## config.mk

```make
export PLATFORM = sky130hd
export DESIGN_NAME = bsm_div_cell
export DESIGN_NICKNAME = d
export VERILOG_FILES = /design/src/rtl/bsm_pkg.sv /design/src/rtl/bsm_div_cell.sv
export SDC_FILE = /design/constraint.sdc
export NUM_CORES = 1
export LEC_CHECK = 0
export CORE_AREA = 2 2 613 615
export CTS_BUF_LIST = sky130_fd_sc_hd__clkbuf_8 sky130_fd_sc_hd__clkbuf_16
export DETAILED_ROUTE_END_ITERATION = 16
export DIE_AREA = 0 0 615 617
export DONT_BUFFER_PORTS = 1
export HOLD_SLACK_MARGIN = 0.08
export SETUP_SLACK_MARGIN = 0.05
export SYNTH_ARGS = -nofsm -noshare
export SYNTH_HDL_FRONTEND = slang
export SYNTH_SLANG_ARGS = --single-unit
```

## constraint.sdc

```tcl
create_clock -name clk_i -period 0.8 [get_ports clk_i]
set_input_delay 0.08 -clock clk_i [delete_from_list [all_inputs] [get_ports clk_i]]
set_output_delay 0.08 -clock clk_i [all_outputs]
set_load 0.02 [all_outputs]
```

## src/rtl/bsm_pkg.sv

```systemverilog
// ----------------------------------------------------------------------------
// bsm_pkg
// Types and constants shared by the bounding sphere merge pipeline.
// ----------------------------------------------------------------------------
package bsm_pkg;

  localparam int unsigned RootW = 33;
  localparam int unsigned RadW  = 2 * RootW;
  localparam int unsigned RemW  = RootW + 3;
  localparam int unsigned QuoW  = 33;
  localparam int unsigned NumW  = 66;

  localparam logic [30:0] RadiusMax = 31'h7FFF_FFFF;
  localparam logic [62:0] GrowthMax = 63'h7FFF_FFFF_FFFF_FFFF;

  typedef struct packed {
    logic signed [31:0] a_centre_x;
    logic signed [31:0] a_centre_y;
    logic signed [31:0] a_centre_z;
    logic [30:0]        a_radius;
    logic signed [31:0] b_centre_x;
    logic signed [31:0] b_centre_y;
    logic signed [31:0] b_centre_z;
    logic [30:0]        b_radius;
  } in_t;

  typedef struct packed {
    logic signed [31:0] merged_centre_x;
    logic signed [31:0] merged_centre_y;
    logic signed [31:0] merged_centre_z;
    logic [30:0]        merged_radius;
    logic [62:0]        growth;
    logic               contained;
  } out_t;

  typedef struct packed {
    logic [2:0][31:0] ac;
    logic [2:0][31:0] bc;
    logic [2:0]       dneg;
    logic [2:0][32:0] ad;
    logic [30:0]      ra;
    logic [30:0]      rb;
    logic             contained;
    logic [32:0]      span;
    logic [32:0]      r;
    logic [62:0]      growth;
  } ctx_t;

endpackage

```

## src/rtl/bsm_div_cell.sv

```systemverilog
// ----------------------------------------------------------------------------
// bsm_div_cell
// One quotient bit of the three centre step divisions.
// ----------------------------------------------------------------------------
module bsm_div_cell import bsm_pkg::*; (
  input  logic                  clk_i,
  input  logic                  rst_ni,
  input  logic                  vld_i,
  input  ctx_t                  ctx_i,
  input  logic [2:0][QuoW-1:0]  rem_i,
  input  logic [2:0][QuoW-1:0]  num_i,
  input  logic [2:0][QuoW-1:0]  quo_i,
  output logic                  vld_o,
  output ctx_t                  ctx_o,
  output logic [2:0][QuoW-1:0]  rem_o,
  output logic [2:0][QuoW-1:0]  num_o,
  output logic [2:0][QuoW-1:0]  quo_o
);

  logic [2:0][QuoW-1:0] rem_d, quo_d;
  logic                 vld_q;
  ctx_t                 ctx_q;
  logic [2:0][QuoW-1:0] rem_q, num_q, quo_q;

  always_comb begin
    for (int i = 0; i < 3; i++) begin
      logic [QuoW:0] t;
      t = {rem_i[i], num_i[i][QuoW-1]};
      if (t >= {1'b0, ctx_i.span}) begin
        rem_d[i] = QuoW'(t - {1'b0, ctx_i.span});
        quo_d[i] = {quo_i[i][QuoW-2:0], 1'b1};
      end else begin
        rem_d[i] = t[QuoW-1:0];
        quo_d[i] = {quo_i[i][QuoW-2:0], 1'b0};
      end
    end
  end

  always_ff @(posedge clk_i or negedge rst_ni) begin
    if (!rst_ni) begin
      vld_q <= 1'b0;
    end else begin
      vld_q <= vld_i;
    end
  end

  always_ff @(posedge clk_i) begin
    ctx_q <= ctx_i;
    rem_q <= rem_d;
    quo_q <= quo_d;
    for (int i = 0; i < 3; i++) begin
      num_q[i] <= {num_i[i][QuoW-2:0], 1'b0};
    end
  end

  assign vld_o = vld_q;
  assign ctx_o = ctx_q;
  assign rem_o = rem_q;
  assign num_o = num_q;
  assign quo_o = quo_q;

endmodule

```

==> flow_metrics.py <==
metrics = {
    "run_status": {
        "violations": "negative hold slack, negative setup slack",
        "status": "finished, violations left",
    },
    "floorplanning": {
        "die_y_um": 617,
        "rows": 225,
        "core_region_area_um2": 374000,
        "initial_core_util": 0.0594,
        "die_w_um": 615,
        "fp.dieArea_um2": 379000,
        "io_pins": 1570,
    },
    "power_and_ir_drop": {
        "combPwrFrac": 0.234,
        "switching_share": 0.321,
        "power_switching_mw": 40.3,
        "internal-power_mw": 85.4,
        "power_density_nw_per_um2": 2070,
        "leakagePower_nw": 23.7,
        "clockPowerShare": 0.396,
        "seqPwrFrac": 0.370,
        "peakVddDrop_mv": 1.66,
    },
    "sta": {
        "setup_viol": 892,
        "setup_ws_ns": -1.80,
        "rsz0062_at_grt": "yes",
        "hold_violations": 72,
        "finalCriticalPeriod_ns": 2.60,
        "holdWs_ns": -0.750,
        "worst_slew_pin_slew_ns": 0.619,
        "post-route-period-util": 3.25,
        "slew_viol_final": 0,
        "fmax_mhz": 385,
        "maxSlewHeadroom": 0.586,
    },
    "drt": {
        "vias": 23900,
        "drtIter0Drc": 1066,
        "wl_per_cell_um": 32.3,
        "avgViaCountPerCell": 2.61,
        "antenna_left": 0,
        "drt_pass1_iterations": 5,
        "wl_um": 296000,
        "drc": 0,
    },
    "global_route": {
        "grt_pass1_wl_um": 351000,
        "antenna_found_initial": 169,
        "grtUsageTotal": 0.150,
        "overflow": 0,
        "grt_max_degree": 25,
        "grt_pass1_vias": 25700,
    },
    "worst_hold_path": {
        "hold_class": "in2reg",
        "min_path_cells": 0,
        "hold_path_startpoint": "ctx_i[108]",
        "hold_end": "ctx_o[108]",
    },
    "yosys": {
        "synthFlopType": "dfxtp_1",
        "async_flop_share": 0.00128,
        "synth_seq_cells": 781,
        "syn-cell-area_um2": 22200,
        "yosysSeqAreaShare": 0.705,
        "avgSynthCellArea_um2": 13.2,
        "syn-instance-count": 1685,
        "ys_types": 72,
        "yosysWarnings": 0,
        "synth_edf_count": 0,
    },
    "layout": {
        "drive_above_1_share": 0.481,
        "stdcell_area_um2": 60800,
        "layout.cells.non_filler": 9165,
        "nets": 4908,
        "area_growth_pct": 174,
        "final_util": 0.163,
    },
    "place": {
        "hpwl_um": 255000,
        "port_buffers": 0,
        "placed_area_um2": 39200,
        "dpl.cell_count": 7432,
        "place_congestion": 0.965,
    },
    "clock_tree": {
        "path_clk_slew_ns": 0.06,
        "htree_levels": 3,
        "clockRootBuffer": "clkbuf_16",
        "cts_tree": "built",
        "cts.path.max_buffers": 4,
        "clkSinkCount": 781,
        "cts_buffers": 105,
    },
    "setup_path": {
        "cp-start-kind": "input pin",
        "endpoint_kind": "flip-flop",
        "worstPathMaxFanout": 5,
        "worstPathArrival_ns": 3.31,
        "worstPathRequired_ns": 1.51,
        "critical_path_class": "in2reg",
    },
    "run": {
        "drv_cap": 0,
    },
}
cell usage in the layout, fill, tap and decap left out, drive strengths merged, types with 15 or more instances in the layout:
cell type and count:
dlygate4sd3 1442, buf 804, dfxtp 780, clkbuf 115, ha 99, inv 92, a21oi 90, o21ai 80
nand2 78, diode 71, mux2 66, xnor2 53, nor2 45, a21o 41, xor2 33, nand3 18
clkinv 18, nand4 17, o21bai 17, and3 17, a211oi 15
repair_timing:
action	4_1_cts	5_1_grt
pin swaps	58	25
gates resized for setup	1423	105
endpoints found under the setup margin	883	897
endpoints found under the hold margin	782	105
hold buffers	1423	33
gates cloned	8	3
buffers inserted	18	17
cell type report:
class,instances,area (um^2)
Clock buffer,113,2740
Multi-Input combinational cell,813,6980
Timing Repair Buffer,2262,25900
Clock inverter,74,763
Sequential cell,781,17800
Tap cell,4994,6250
Fill cell,40900,313000
Antenna cell,71,178
Inverter,57,236
routing by layer:
layer  share of wire  global-route usage  up-vias
li1                -                   -    10600
met1            0.32               0.138    11600
met2            0.58               0.311     1330
met3           0.056              0.0354      455
met4           0.047              0.0524       20
met5         0.00043                   0        -
cells by family (layout without fill, tap and decap cells):
logic type / Yosys count / in the layout / share of synthesized area
xor gates and xnor gates: 86 / 86 / 0.0339
adders and majority gates: 102 / 102 / 0.0585
buffers and inverters: 93 / 2506 / 0.0178
and+or+nand+nor: 227 / 227 / 0.0502
AOI/OAI and AO/OA: 326 / 326 / 0.0953
other: 1 / 74 / 0.000169
DFF: 781 / 781 / 0.705
muxes: 69 / 69 / 0.0396
through the flow:
| stage | setup TNS (ns) | total power, mW | setup WS, ns |
|---|---|---|---|
| after global placement | -278.08 | 68.3 | -3.12 |
| after CTS | -681.34 | 128 | -1.73 |
| after global routing | -665.09 | 131 | -1.82 |
| after floorplan | -193.98 | 52.3 | -2.30 |
| final | -601.50 | 126 | -1.80 |
| after detailed placement | -275.01 | 68.1 | -3.10 |
flip-flops by register name (all words and copies together) (netlist names):
name,flops
ctx_o,486
num_o,96
vld_o,1
rem_o,99
quo_o,99
worst max-delay path, cell delays in order:
cell	delay [ns]
dlygate4sd3_1	0.61
ha_1	0.25
a211oi_2	0.24
o21ai_2	0.14
a2111oi_4	0.38
o21ai_2	0.16
nand2_2	0.09
nand2_2	0.05
a41o_2	0.27
a2111oi_4	0.33
buf_6	0.20
buf_12	0.11
buf_16	0.11
mux2_4	0.29
Yosys cell counts, types with 3 or more instances:
master / instances / area share
nor2b_1: 13 / 0.0037
a31oi_1: 14 / 0.0039
a211oi_1: 14 / 0.0047
and4_1: 5 / 0.0020
ha_1: 99 / 0.056
a221oi_1: 4 / 0.0016
fa_1: 3 / 0.0027
clkbuf_1: 24 / 0.0041
o21ai_0: 75 / 0.017
nor2_1: 45 / 0.0076
o211ai_1: 6 / 0.0020
a21boi_0: 5 / 0.0017
o21ai_1: 4 / 0.00090
buf_6: 4 / 0.0020
mux2_4: 28 / 0.019
xnor2_1: 53 / 0.021
nand3_1: 18 / 0.0041
o21a_1: 14 / 0.0047
a311oi_1: 3 / 0.0012
and2_1: 6 / 0.0017
dfxtp_1: 780 / 0.70
inv_1: 57 / 0.0096
o31ai_1: 8 / 0.0027
mux2i_1: 3 / 0.0014
and3_1: 14 / 0.0039
a21oi_1: 90 / 0.020
xor2_1: 33 / 0.013
a21o_1: 41 / 0.014
buf_2: 4 / 0.00090
mux2_2: 38 / 0.019
nand2_1: 76 / 0.013
nor3_1: 9 / 0.0020
a41oi_1: 3 / 0.0012
buf_4: 3 / 0.0010
nor4_1: 5 / 0.0014
nand2b_1: 8 / 0.0023
nand4_1: 17 / 0.0048
o21bai_1: 17 / 0.0057
worst max path at each step:
stage,from,slack (ns),to,cells after the start
floorplan,num_i[98],-2.30,rem_o[70],14
finish,rem_i[68],-1.80,rem_o[91],14
global placement,ctx_i[97],-3.12,rem_o[15],13
global route,ctx_i[97],-1.82,rem_o[93],15
CTS,ctx_i[97],-1.73,rem_o[80],15
detailed placement,ctx_i[97],-3.10,rem_o[15],13
power by group through the flow:
stage,Combinational [mW],Clock [mW],Sequential [mW]
2_1_floorplan,5.07,0,47.2
3_3_place_gp,21.1,0,47.2
3_5_place_dp,21.1,0,47.0
4_1_cts,29.6,51.8,46.5
5_1_grt,30.9,53.1,46.8
6_report,29.4,49.7,46.6
Note: power is estimated with default switching activity, not from simulation.
